$ cat src/rtl/tlkmc_pkg.sv
// Shared types, constants and defaults for the keyed memo cache.
`default_nettype none
package tlkmc_pkg;

	localparam int unsigned KEY_W       = 64;
	localparam int unsigned VAL_W       = 64;
	localparam int unsigned LEVEL_W     = 2;
	localparam int unsigned VCNT_W      = 5;
	localparam int unsigned OUT_CNT_W   = 32;

	localparam int unsigned FAR_DEPTH_DEF   = 16;
	localparam int unsigned COUNT_WIDTH_DEF = 32;

	localparam logic [KEY_W-1:0] GOLDEN_STEP = 64'h9e37_79b9_7f4a_7c15;
	localparam logic [KEY_W-1:0] FNV_BASIS   = 64'hcbf2_9ce4_8422_2325;
	localparam int unsigned      SHL_AMT     = 6;
	localparam int unsigned      SHR_AMT     = 2;

	localparam logic [LEVEL_W-1:0] LVL_NEAR = 2'd0;
	localparam logic [LEVEL_W-1:0] LVL_FAR  = 2'd1;
	localparam logic [LEVEL_W-1:0] LVL_MISS = 2'd2;

	typedef struct packed {
		logic [KEY_W-1:0] key;
		logic [VAL_W-1:0] value;
	} far_entry_t;

	typedef enum logic [1:0] {
		ALU_SEED,
		ALU_SHIFT,
		ALU_FOLD
	} alu_op_t;

	typedef enum logic [2:0] {
		ST_IDLE,
		ST_SEED,
		ST_SHIFT,
		ST_FOLD,
		ST_NEAR,
		ST_READ,
		ST_MATCH,
		ST_MISS
	} st_t;

endpackage
`default_nettype wire

$ cat src/rtl/tlkmc_alu.sv
// Shared 64-bit adder for the three hash-combine steps.
`default_nettype none
module tlkmc_alu (
	input  wire tlkmc_pkg::alu_op_t              op,
	input  wire logic [tlkmc_pkg::KEY_W-1:0]     word,
	input  wire logic [tlkmc_pkg::KEY_W-1:0]     acc,
	input  wire logic [tlkmc_pkg::KEY_W-1:0]     fp,
	output logic      [tlkmc_pkg::KEY_W-1:0]     res
);
	import tlkmc_pkg::*;

	logic [KEY_W-1:0] add_a;
	logic [KEY_W-1:0] add_b;
	logic [KEY_W-1:0] sum;

	always_comb begin
		unique case (op)
			ALU_SEED: begin
				add_a = word;
				add_b = GOLDEN_STEP;
			end
			ALU_SHIFT: begin
				add_a = acc;
				add_b = fp << SHL_AMT;
			end
			ALU_FOLD: begin
				add_a = acc;
				add_b = fp >> SHR_AMT;
			end
			default: begin
				add_a = word;
				add_b = GOLDEN_STEP;
			end
		endcase
	end

	assign sum = add_a + add_b;
	assign res = (op == ALU_FOLD) ? (fp ^ sum) : sum;

endmodule
`default_nettype wire

$ cat src/rtl/tlkmc_far_mem.sv
// Far cache storage: one write port, one registered read port.
`default_nettype none
module tlkmc_far_mem #(
	parameter int unsigned FAR_DEPTH = tlkmc_pkg::FAR_DEPTH_DEF,
	localparam int unsigned IDX_W = $clog2(FAR_DEPTH)
) (
	input  wire logic                    clk,
	input  wire logic                    wr_en,
	input  wire logic [IDX_W-1:0]        wr_addr,
	input  wire tlkmc_pkg::far_entry_t   wr_data,
	input  wire logic [IDX_W-1:0]        rd_addr,
	output tlkmc_pkg::far_entry_t        rd_data
);
	import tlkmc_pkg::*;

	far_entry_t mem [FAR_DEPTH];

	always_ff @(posedge clk) begin
		if (wr_en) begin
			mem[wr_addr] <= wr_data;
		end
	end

	always_ff @(posedge clk) begin
		rd_data <= mem[rd_addr];
	end

endmodule
`default_nettype wire

$ cat src/rtl/two_level_keyed_memo_cache_core.sv
// Top level: sequencer, near entry, counters and result registers of the memo cache.
//
// Each key word is accepted when start is high and busy is low, and is folded
// into the fingerprint by three passes through one shared 64-bit adder, in the
// seed, shift and fold states; a word that is not last then returns to idle. On
// the last word the near entry is checked in the near state; on a near miss the
// filled far entries are probed in index order from slot 0, each by a read state
// and a match state through the single read port of the far store, and a miss
// then writes the far store in one more state. The result beat is shown for exactly
// one cycle with done high, in the first cycle that busy is low again; the
// receiver cannot stall it and must take it then.
`default_nettype none
module two_level_keyed_memo_cache_core #(
	parameter int unsigned FAR_DEPTH   = tlkmc_pkg::FAR_DEPTH_DEF,
	parameter int unsigned COUNT_WIDTH = tlkmc_pkg::COUNT_WIDTH_DEF
) (
	input  wire logic                                 clk,
	input  wire logic                                 arst_n,
	input  wire logic                                 start,
	output logic                                      busy,
	input  wire logic [tlkmc_pkg::KEY_W-1:0]          key_word,
	input  wire logic                                 last,
	input  wire logic [tlkmc_pkg::VAL_W-1:0]          miss_value,
	output logic                                      done,
	output logic      [tlkmc_pkg::VAL_W-1:0]          cached_value,
	output logic      [tlkmc_pkg::LEVEL_W-1:0]        hit_level,
	output logic      [tlkmc_pkg::OUT_CNT_W-1:0]      l1_hit_total,
	output logic      [tlkmc_pkg::OUT_CNT_W-1:0]      l2_hit_total,
	output logic      [tlkmc_pkg::OUT_CNT_W-1:0]      miss_total,
	output logic      [tlkmc_pkg::VCNT_W-1:0]         l2_valid_count
);
	import tlkmc_pkg::*;

	localparam int unsigned IDX_W  = $clog2(FAR_DEPTH);
	localparam int unsigned FILL_W = $clog2(FAR_DEPTH + 1);
	localparam logic [FILL_W-1:0] FILL_MAX = FILL_W'(FAR_DEPTH);
	localparam logic [IDX_W-1:0]  SLOT_LAST = IDX_W'(FAR_DEPTH - 1);

	function automatic logic [COUNT_WIDTH-1:0] sat_inc(input logic [COUNT_WIDTH-1:0] c);
		sat_inc = (c == '1) ? c : c + COUNT_WIDTH'(1);
	endfunction

	function automatic logic [OUT_CNT_W-1:0] sat32(input logic [COUNT_WIDTH-1:0] c);
		logic [63:0] w;
		w = 64'(c);
		sat32 = (w > 64'h0000_0000_FFFF_FFFF) ? '1 : w[OUT_CNT_W-1:0];
	endfunction

	function automatic logic [VCNT_W-1:0] sat_vcnt(input logic [FILL_W-1:0] f);
		logic [31:0] w;
		w = 32'(f);
		sat_vcnt = (w > 32'd31) ? '1 : w[VCNT_W-1:0];
	endfunction

	st_t state_q, state_d;
	alu_op_t alu_op;

	logic [KEY_W-1:0]       word_q;
	logic [VAL_W-1:0]       miss_value_q;
	logic                   last_q;
	logic [KEY_W-1:0]       acc_q;
	logic [KEY_W-1:0]       fp_q;
	logic [KEY_W-1:0]       key_q;
	logic [KEY_W-1:0]       alu_res;

	logic                   near_valid_q;
	logic [KEY_W-1:0]       near_key_q;
	logic [VAL_W-1:0]       near_value_q;

	logic [IDX_W-1:0]       slot_q;
	logic [IDX_W-1:0]       slot_nx;
	logic [FILL_W-1:0]      fill_q, fill_d;
	logic [IDX_W-1:0]       idx_q;

	logic [COUNT_WIDTH-1:0] near_hits_q, near_hits_d;
	logic [COUNT_WIDTH-1:0] far_hits_q, far_hits_d;
	logic [COUNT_WIDTH-1:0] miss_cnt_q, miss_cnt_d;

	logic                   done_q;
	logic [KEY_W-1:0]       cmp_lhs;
	logic                   key_eq;
	logic                   near_hit;
	logic                   last_probe;

	far_entry_t             wr_entry;
	far_entry_t             rd_entry;

	tlkmc_alu u_alu (
		.op   (alu_op),
		.word (word_q),
		.acc  (acc_q),
		.fp   (fp_q),
		.res  (alu_res)
	);

	assign wr_entry = '{key: key_q, value: miss_value_q};

	tlkmc_far_mem #(
		.FAR_DEPTH (FAR_DEPTH)
	) u_far_mem (
		.clk     (clk),
		.wr_en   (state_q == ST_MISS),
		.wr_addr (slot_q),
		.wr_data (wr_entry),
		.rd_addr (idx_q),
		.rd_data (rd_entry)
	);

	assign cmp_lhs    = (state_q == ST_NEAR) ? near_key_q : rd_entry.key;
	assign key_eq     = (cmp_lhs == key_q);
	assign near_hit   = near_valid_q && key_eq;
	assign last_probe = ((FILL_W'(idx_q) + FILL_W'(1)) == fill_q);
	assign slot_nx    = (slot_q == SLOT_LAST) ? '0 : slot_q + IDX_W'(1);

	always_ff @(posedge clk or negedge arst_n) begin
		if (!arst_n) begin
			state_q <= ST_IDLE;
		end else begin
			state_q <= state_d;
		end
	end

	always_comb begin
		state_d     = state_q;
		alu_op      = ALU_SEED;
		near_hits_d = near_hits_q;
		far_hits_d  = far_hits_q;
		miss_cnt_d  = miss_cnt_q;
		fill_d      = fill_q;
		unique case (state_q)
			ST_IDLE: begin
				if (start) begin
					state_d = ST_SEED;
				end
			end
			ST_SEED: begin
				state_d = ST_SHIFT;
			end
			ST_SHIFT: begin
				alu_op  = ALU_SHIFT;
				state_d = ST_FOLD;
			end
			ST_FOLD: begin
				alu_op  = ALU_FOLD;
				state_d = last_q ? ST_NEAR : ST_IDLE;
			end
			ST_NEAR: begin
				if (near_hit) begin
					near_hits_d = sat_inc(near_hits_q);
					state_d     = ST_IDLE;
				end else if (fill_q == '0) begin
					state_d = ST_MISS;
				end else begin
					state_d = ST_READ;
				end
			end
			ST_READ: begin
				state_d = ST_MATCH;
			end
			ST_MATCH: begin
				if (key_eq) begin
					far_hits_d = sat_inc(far_hits_q);
					state_d    = ST_IDLE;
				end else if (last_probe) begin
					state_d = ST_MISS;
				end else begin
					state_d = ST_READ;
				end
			end
			ST_MISS: begin
				miss_cnt_d = sat_inc(miss_cnt_q);
				if (fill_q != FILL_MAX) begin
					fill_d = fill_q + FILL_W'(1);
				end
				state_d = ST_IDLE;
			end
			default: begin
				state_d = ST_IDLE;
			end
		endcase
	end

	always_ff @(posedge clk or negedge arst_n) begin
		if (!arst_n) begin
			fp_q         <= FNV_BASIS;
			last_q       <= 1'b0;
			near_valid_q <= 1'b0;
			slot_q       <= '0;
			fill_q       <= '0;
			idx_q        <= '0;
			near_hits_q  <= '0;
			far_hits_q   <= '0;
			miss_cnt_q   <= '0;
			done_q       <= 1'b0;
		end else begin
			near_hits_q <= near_hits_d;
			far_hits_q  <= far_hits_d;
			miss_cnt_q  <= miss_cnt_d;
			fill_q      <= fill_d;
			done_q      <= 1'b0;
			unique case (state_q)
				ST_IDLE: begin
					if (start) begin
						last_q <= last;
					end
				end
				ST_FOLD: begin
					fp_q  <= last_q ? FNV_BASIS : alu_res;
					idx_q <= '0;
				end
				ST_NEAR: begin
					if (near_hit) begin
						done_q <= 1'b1;
					end
				end
				ST_MATCH: begin
					if (key_eq) begin
						near_valid_q <= 1'b1;
						done_q       <= 1'b1;
					end else if (!last_probe) begin
						idx_q <= idx_q + IDX_W'(1);
					end
				end
				ST_MISS: begin
					near_valid_q <= 1'b1;
					slot_q       <= slot_nx;
					done_q       <= 1'b1;
				end
				default: begin
				end
			endcase
		end
	end

	always_ff @(posedge clk) begin
		unique case (state_q)
			ST_IDLE: begin
				if (start) begin
					word_q       <= key_word;
					miss_value_q <= miss_value;
				end
			end
			ST_SEED, ST_SHIFT: begin
				acc_q <= alu_res;
			end
			ST_FOLD: begin
				key_q <= alu_res;
			end
			ST_NEAR: begin
				if (near_hit) begin
					cached_value   <= near_value_q;
					hit_level      <= LVL_NEAR;
					l1_hit_total   <= sat32(near_hits_d);
					l2_hit_total   <= sat32(far_hits_d);
					miss_total     <= sat32(miss_cnt_d);
					l2_valid_count <= sat_vcnt(fill_d);
				end
			end
			ST_MATCH: begin
				if (key_eq) begin
					near_key_q     <= key_q;
					near_value_q   <= rd_entry.value;
					cached_value   <= rd_entry.value;
					hit_level      <= LVL_FAR;
					l1_hit_total   <= sat32(near_hits_d);
					l2_hit_total   <= sat32(far_hits_d);
					miss_total     <= sat32(miss_cnt_d);
					l2_valid_count <= sat_vcnt(fill_d);
				end
			end
			ST_MISS: begin
				near_key_q     <= key_q;
				near_value_q   <= miss_value_q;
				cached_value   <= miss_value_q;
				hit_level      <= LVL_MISS;
				l1_hit_total   <= sat32(near_hits_d);
				l2_hit_total   <= sat32(far_hits_d);
				miss_total     <= sat32(miss_cnt_d);
				l2_valid_count <= sat_vcnt(fill_d);
			end
			default: begin
			end
		endcase
	end

	assign busy = (state_q != ST_IDLE);
	assign done = done_q;

`ifndef ASSERT_OFF
	a_done_after_work: assert property (@(posedge clk) disable iff (!arst_n)
		done |-> $past(busy))
		else $error("result beat without preceding work");

	a_fill_bound: assert property (@(posedge clk) disable iff (!arst_n)
		fill_q <= FILL_MAX)
		else $error("far fill count beyond depth");

	a_level_code: assert property (@(posedge clk) disable iff (!arst_n)
		done |-> (hit_level == LVL_NEAR || hit_level == LVL_FAR || hit_level == LVL_MISS))
		else $error("bad hit level on result beat");

	a_accept_busy: assert property (@(posedge clk) disable iff (!arst_n)
		(start && !busy) |=> busy)
		else $error("accepted beat did not raise busy");
`endif

endmodule
`default_nettype wire

$ cat config.mk
export PLATFORM = sky130hd
export DESIGN_NAME = two_level_keyed_memo_cache_core
export DESIGN_NICKNAME = d
export VERILOG_FILES = /design/src/rtl/tlkmc_pkg.sv /design/src/rtl/tlkmc_alu.sv /design/src/rtl/tlkmc_far_mem.sv /design/src/rtl/two_level_keyed_memo_cache_core.sv
export SDC_FILE = /design/constraint.sdc
export NUM_CORES = 2
export LEC_CHECK = 0
export BUFFER_PORTS_ARGS = -buffer_cell sky130_fd_sc_hd__buf_4
export CORE_MARGIN = 8
export CORE_UTILIZATION = 60
export DETAILED_ROUTE_END_ITERATION = 6
export PLACE_DENSITY_LB_ADDON = 0.15
export SLEW_MARGIN = 20
export SYNTH_ARGS = -nofsm -noshare
export SYNTH_HDL_FRONTEND = slang
export SYNTH_SLANG_ARGS = --single-unit
export TNS_END_PERCENT = 20
$ cat constraint.sdc
create_clock -name clk -period 20.3 [get_ports clk]
set_clock_uncertainty 0.2 [all_clocks]
set_input_delay 2.03 -clock clk [delete_from_list [all_inputs] [get_ports clk]]
set_output_delay 2.03 -clock clk [all_outputs]
set_load 0.1 [all_outputs]
# Word level (Yosys, flattened, before mapping)
# Memory sizes are Yosys's and may differ from the RTL's. A register that Yosys moved wholly into a read port is not among the register bits.
# Cells that the tools add are included.
# totals
ramBits,2048
n_memories,1
regBits,730
out_inout_bits,169
# op_classes
reduce_logical,13
addsub,8
bitwise_logic,1
eq_ne,21
muxes,55
# mem_list
name,depth,word_bits,read_ports,rd_clocked_by_memory_dff,wr,line_no,rtl
u_far_mem.mem,16,128,1,1,1,tlkmc_far_mem.sv:16,far_entry_t mem [FAR_DEPTH];
# op_table
cell,n
$mux 32,14
$mux 64,7
$pmux 64 s2,3
$pmux 32 s3,3
$pmux 64 s3,1
$add 32x1->32 const B,3
$eq 32x32->1 const B,3
$add 64x64->64,1
$eq 64x64->1,1
$xor 64x64->64,1
$pmux 3 s8,1
$mux 5,4
$pmux 5 s3,1
$eq 3x3->1 const B,4
$mux 3,4
$mux 4,3
$ne 2x2->1 const B,5
$add 4x1->4 const B,2
$mux 2,4
$pmux 4 s2,1
$eq 3x2->1 const B,2
$pmux 2 s3,1
$reduce_and 3->1,2
$reduce_bool 3->1,2
18 further kinds,25

# Logic depth before layout (Yosys ltp)
# depth
depth_word,9
depth_mapped,23
mapped_depth_nobuf,18

# Cells and area by module
# Synthesis repeated with hierarchy kept, for this count alone.
# hier_totals
hier_cells,6175
area_unflattened_um2,113933.0
# by_module_without_submodules
mod,n_inst,area_per_inst_um2,cells_per_inst
tlkmc_far_mem,1,79331.1,3365
two_level_keyed_memo_cache_core,1,28554.9,1920
tlkmc_alu,1,6047.0,890

# Least setup slack after synthesis
# OpenSTA, ideal clock, no wires.
# synth_path
path_type,register to register
from,register state_q[1]
to,"register cached_value[0] in the netlist's numbering, enable pin"
path_buffers,3
arrival_time_ps,12881
t_required_ps,19567
synth_period_minus_slack_ps,13614
setup_slack_ps,6686
setup_ps,533
stages_incl_launch_ff,14
path_cell_list,dfrtp_1 -> buf_2 -> nor3b_4 -> buf_6 -> mux2i_1 -> xor2_1 -> nand4_1 -> nor4_1 -> nand4_1 -> nand4b_4 -> clkbuf_1 -> a21oi_1 -> inv_1 -> nand2_1
# synth_between
elab_chain_len,6
word_cells_on_any_way,10
cone_classes,6 x eq/ne; 1 x mux; 3 x reduce/logical
# synth_lines
item,line_no,rtl
start: declaration,two_level_keyed_memo_cache_core.sv:55,"st_t state_q, state_d;"
start signal: assignment,two_level_keyed_memo_cache_core.sv:119,state_q <= state_d;
$eq 3x3->1,"two_level_keyed_memo_cache_core.sv:109, two_level_keyed_memo_cache_core.sv:236",
$mux 64,two_level_keyed_memo_cache_core.sv:109,assign cmp_lhs = (state_q == ST_NEAR) ? near_key_q : rd_entry.key;
$eq 64x64->1,two_level_keyed_memo_cache_core.sv:110,assign key_eq = (cmp_lhs == key_q);
$logic_and 1x1->1,two_level_keyed_memo_cache_core.sv:111,assign near_hit = near_valid_q && key_eq;
$ne 2x2->1 (no source line),--,
$reduce_and 3->1 (no source line) *,--,
end signal: assignment,two_level_keyed_memo_cache_core.sv:251,cached_value <= near_value_q;
end signal: assignment,two_level_keyed_memo_cache_core.sv:263,cached_value <= rd_entry.value;
end signal: assignment,two_level_keyed_memo_cache_core.sv:274,cached_value <= miss_value_q;
end: declaration,two_level_keyed_memo_cache_core.sv:25,"output logic [tlkmc_pkg::VAL_W-1:0] cached_value,"
# Mark *: on every way between the ends. The rest lies on a longest branch, timed or not.
# A chain may end at the register's enable or synchronous reset.

# Worst setup path in the final report
# layout_path
from,register state_q[0]
to,register fp_q[55]
# layout_between
elab_chain_len,9
word_cells_on_any_way,12
cone_classes,1 x add/sub; 4 x eq/ne; 5 x mux; 1 x bitwise; 1 x reduce/logical
# layout_lines
item,line_no,rtl
$eq 3x2->1 (on tied branches),"two_level_keyed_memo_cache_core.sv:130, two_level_keyed_memo_cache_core.sv:201",
$pmux 2 s2,two_level_keyed_memo_cache_core.sv:130,unique case (state_q)
$eq 2x1->1 / $eq 2x2->1 (equally long branches),"tlkmc_alu.sv:17, tlkmc_alu.sv:38",
$reduce_or 2->1 (no source line),--,
$mux 64,tlkmc_alu.sv:17,unique case (op)
$add 64x64->64,tlkmc_alu.sv:37,assign sum = add_a + add_b;
$xor 64x64->64,tlkmc_alu.sv:38,assign res = (op == ALU_FOLD) ? (fp ^ sum) : sum;
$mux 64,tlkmc_alu.sv:38,
$mux 64,two_level_keyed_memo_cache_core.sv:208,fp_q <= last_q ? FNV_BASIS : alu_res;
end signal: assignment,two_level_keyed_memo_cache_core.sv:208,
end: declaration,two_level_keyed_memo_cache_core.sv:62,logic [KEY_W-1:0] fp_q;
# Several ways; a longest one is shown, not always the timed one.

==> reports/results.tsv <==
stage	metric	value	unit
synth	synth_cells	5850	
timing	rsz0062_at_grt	false	
power	ir_worst_vdd	124	µV
timing	finalHoldViolCount	0	
clock_tree	holdBufCountCts	0	
clock_tree	cts_root_buf	clkbuf_16	
setup_path	arrival	8570	ps
setup_path	cpMostUsedCell	buf_4	
final_layout	final_cells	9004	
clock_tree	ctsResizeCount	0	
floorplan	coreArea	188000	µm²
setup_path	worst-path-buf-inv	2	
status	status	completed	
setup_path	worst_setup_path_end_kind	flip-flop	
clock_tree	post_cts_buffers	0	
setup_path	critPathSlowestCell	dfrtp_4	
hold_path	hold_path_startpoint	far_hits_q[19]	
route	wirelength	280	mm
clock_tree	clkSlewWorstSetupHoldPaths	60	ps
global_route	grtUsageTotal	27.1	%
synth	synth_area	114000	µm²
route	routedWlPerCell	31.1	µm
setup_path	critPathRequiredTime	20920	ps
route	wl_met2	135	mm
power	clkPwrFrac	27.3	%
setup_path	timing.rr.start	state_q[0]	
global_route	grt_overflow_total	0	
clock_tree	cts_buffers	299	
setup_path	path_cells	and2_4, ha_4, buf_4, nor2b_1, buf_4, a22o_1, ha_1, nand4_1, nor4_1, nand3_1, o221ai_1, o31ai_1, o41ai_1, xor2_1, nor4b_1, nor3_1	
global_route	grt_max_degree	148	
route	antenna_left	0	
power	cellPowerDensity	151	nW/µm²
power	pwr-share-comb	29.0	%
timing	setup_tns	0	ps
final_layout	drive_gt1_share	24.7	%
synth	synth_edf_count	2599	
timing	setup_violations	0	
clock_tree	cts_tree	yes	
power	p_int	13.1	mW
synth	yosys-top-cells-count	edfxtp_1 (2599), mux4_2 (640), nand2_1 (497)	
synth	syn-num-nets	6058	
setup_path	critical_path.max_stage_delay	950	ps
timing	timing.fmax	126	MHz
route	top_layer_used	met5	
setup_path	rrSetupSlack	12350	ps
power	p_switching	6.40	mW
route	wl_met3	23.5	mm
synth	syn_avg_cell_area	19.4	µm²
setup_path	critPathTopFamily	simple AND/OR/NAND/NOR gates	
final_layout	syn_to_final_growth	13.0	%
place	io_buffer_count	300	
power	leakage	42.3	nW
synth	ys_ff_latch	2906	
final_layout	nNetsFinal	6488	
setup_path	path_max_fanout	58	
floorplan	fp-row-count	159	
global_route	grt_antenna_before_repair	15	
timing	maxSlewViolCount	0	
route	wl_met1	114	mm
setup_path	worstSetupPathType	flip-flop to flip-flop	
floorplan	boundaryPins	301	
clock_tree	htree_num_levels	5	
place	dp.cells	8473	
floorplan	die_height	451	µm
place	gp_congestion	0.921	
timing	slew_headroom	20.6	%
clock_tree	cts.sinks	2906	
route	vias_per_cell	6.54	
synth	yosysWarnings	0	
timing	fin_crit_sh	39.2	%
synth	yosys.area.top_type	edfxtp_1	
power	p_sw_share	32.9	%
synth	synth_ff_type	edfxtp_1	
floorplan	die-area	204000	µm²
synth	synth_most_common_cell	edfxtp_1	
hold_path	hold_class	flip-flop to flip-flop	
global_route	grt_pass1_wl	406	mm
route	drtPass1Iterations	6	
route	vias	58876	
flow_run	cap_viol_max_count	0	
synth	netlist.area_leader.share	68.6	%
setup_path	startpoint	state_q[0]	
setup_path	critPathLaunchType	flip-flop	
timing	fin_crit	7950	ps
synth	yosysSeqAreaShare	74.9	%
synth	yosys-top-cells-area	edfxtp_1 (69%), mux4_2 (13%), dfrtp_1 (3.3%)	
clock_tree	cts_max_path_buffers	4	
timing	tightest_slew	1190	ps
route	drtIter0Drc	6740	
route	drc	0	
clock_tree	clk_latency	940	ps
floorplan	fp.dieW	451	µm
floorplan	initial_utilization	60.5	%
power	p_seq_share	43.7	%
synth	synthDistinctLibCells	82	
place	dp_hpwl	156	mm
synth	synthArstFlopShare	6.16	%
global_route	grt_pass1_vias	59150	
[path summary, 6_finish.rpt]
check                                      end  depth (start not counted)
min in group asynchronous       near_hits_q[8]                          1
worst max register to register        fp_q[55]                         16
max in group asynchronous             fp_q[33]                          3
worst max-delay path                  fp_q[55]                         16
worst min-delay path            far_hits_q[19]                          1
worst min register to register  far_hits_q[19]                          1
[power groups by stage]
stage / Combinational (mW) / Clock (mW) / Sequential (mW)
2_1_floorplan: 3.82 / 0 / 8.52
3_3_place_gp: 5.48 / 0 / 8.60
3_5_place_dp: 5.55 / 0 / 8.63
4_1_cts: 5.59 / 5.37 / 8.51
5_1_grt: 6.06 / 5.59 / 8.56
6_report: 5.65 / 5.31 / 8.50
[layer usage]
layer  up-vias  track usage, %
li1      24374               -
met2      2991            43.5
met3       428            4.51
met5         -               0
met4         2            7.22
met1     31081            39.6
[through the flow]
step | area [µm²] | total power, mW | hold slack (ps) | setup slack, ps | util [%]
after floorplan | 114000 | 12.3 | 246 | 6690 | -
after global placement | 119000 | 14.1 | 265 | 12660 | 63.3
after detailed placement | 119000 | 14.2 | 270 | 12650 | 63.3
after CTS | 128000 | 19.5 | 281 | 12620 | 68.3
after global routing | 128000 | 20.2 | 294 | 12120 | 68.3
final | 128000 | 19.5 | 283 | 12350 | 68.3
[state kept, by name, summed over array words and instances (netlist names), 64 cells and up]
register,flops
cached_value,64
fp_q,64
near_value_q,64
u_far_mem.rd_data,128
acc_q,64
key_q,64
near_key_q,64
u_far_mem.mem,2048
word_q,64
miss_value_q,64
[layout make-up]
class | instances | area, µm²
Antenna cell | 5 | 12.5
Clock buffer | 422 | 8380
Clock inverter | 103 | 1000
Fill cell | 11832 | 59500
Inverter | 80 | 307
Multi-Input combinational cell | 2591 | 27300
Sequential cell | 2906 | 85100
Tap cell | 2495 | 3120
Timing Repair Buffer | 402 | 3160
[cells by family after synthesis]
family	share of synthesized area [%]
muxes	14.2
buffers and inverters	1.20
xor gates and xnor gates	2.26
DFF	74.9
adders and majority gates	0.843
and+or+nand+nor	3.70
AOI/OAI and AO/OA	2.93
[layout by cell type, fill, tap and decap left out, drive strengths merged, types with 25 or more instances in the layout]
| cell type | synthesis | final |
|---|---|---|
| nor2 | 93 | 93 |
| buf | 51 | 401 |
| dfxtp | 128 | 128 |
| a22o | 42 | 42 |
| and3 | 34 | 34 |
| dfstp | 28 | 28 |
| mux2 | 71 | 71 |
| xor2 | 102 | 102 |
| edfxtp | 2599 | 2599 |
| nand2 | 497 | 497 |
| nor4 | 34 | 34 |
| nand3 | 65 | 65 |
| nand4 | 49 | 49 |
| clkinv | 0 | 72 |
| nor3 | 41 | 41 |
| mux4 | 640 | 640 |
| ha | 75 | 75 |
| clkbuf | 222 | 423 |
| a21oi | 130 | 130 |
| mux2i | 93 | 93 |
| inv | 80 | 84 |
| o21ai | 140 | 140 |
| xnor2 | 189 | 189 |
| and2 | 25 | 25 |
| dfrtp | 151 | 151 |
No activity file was read; power rests on OpenSTA's default activity.
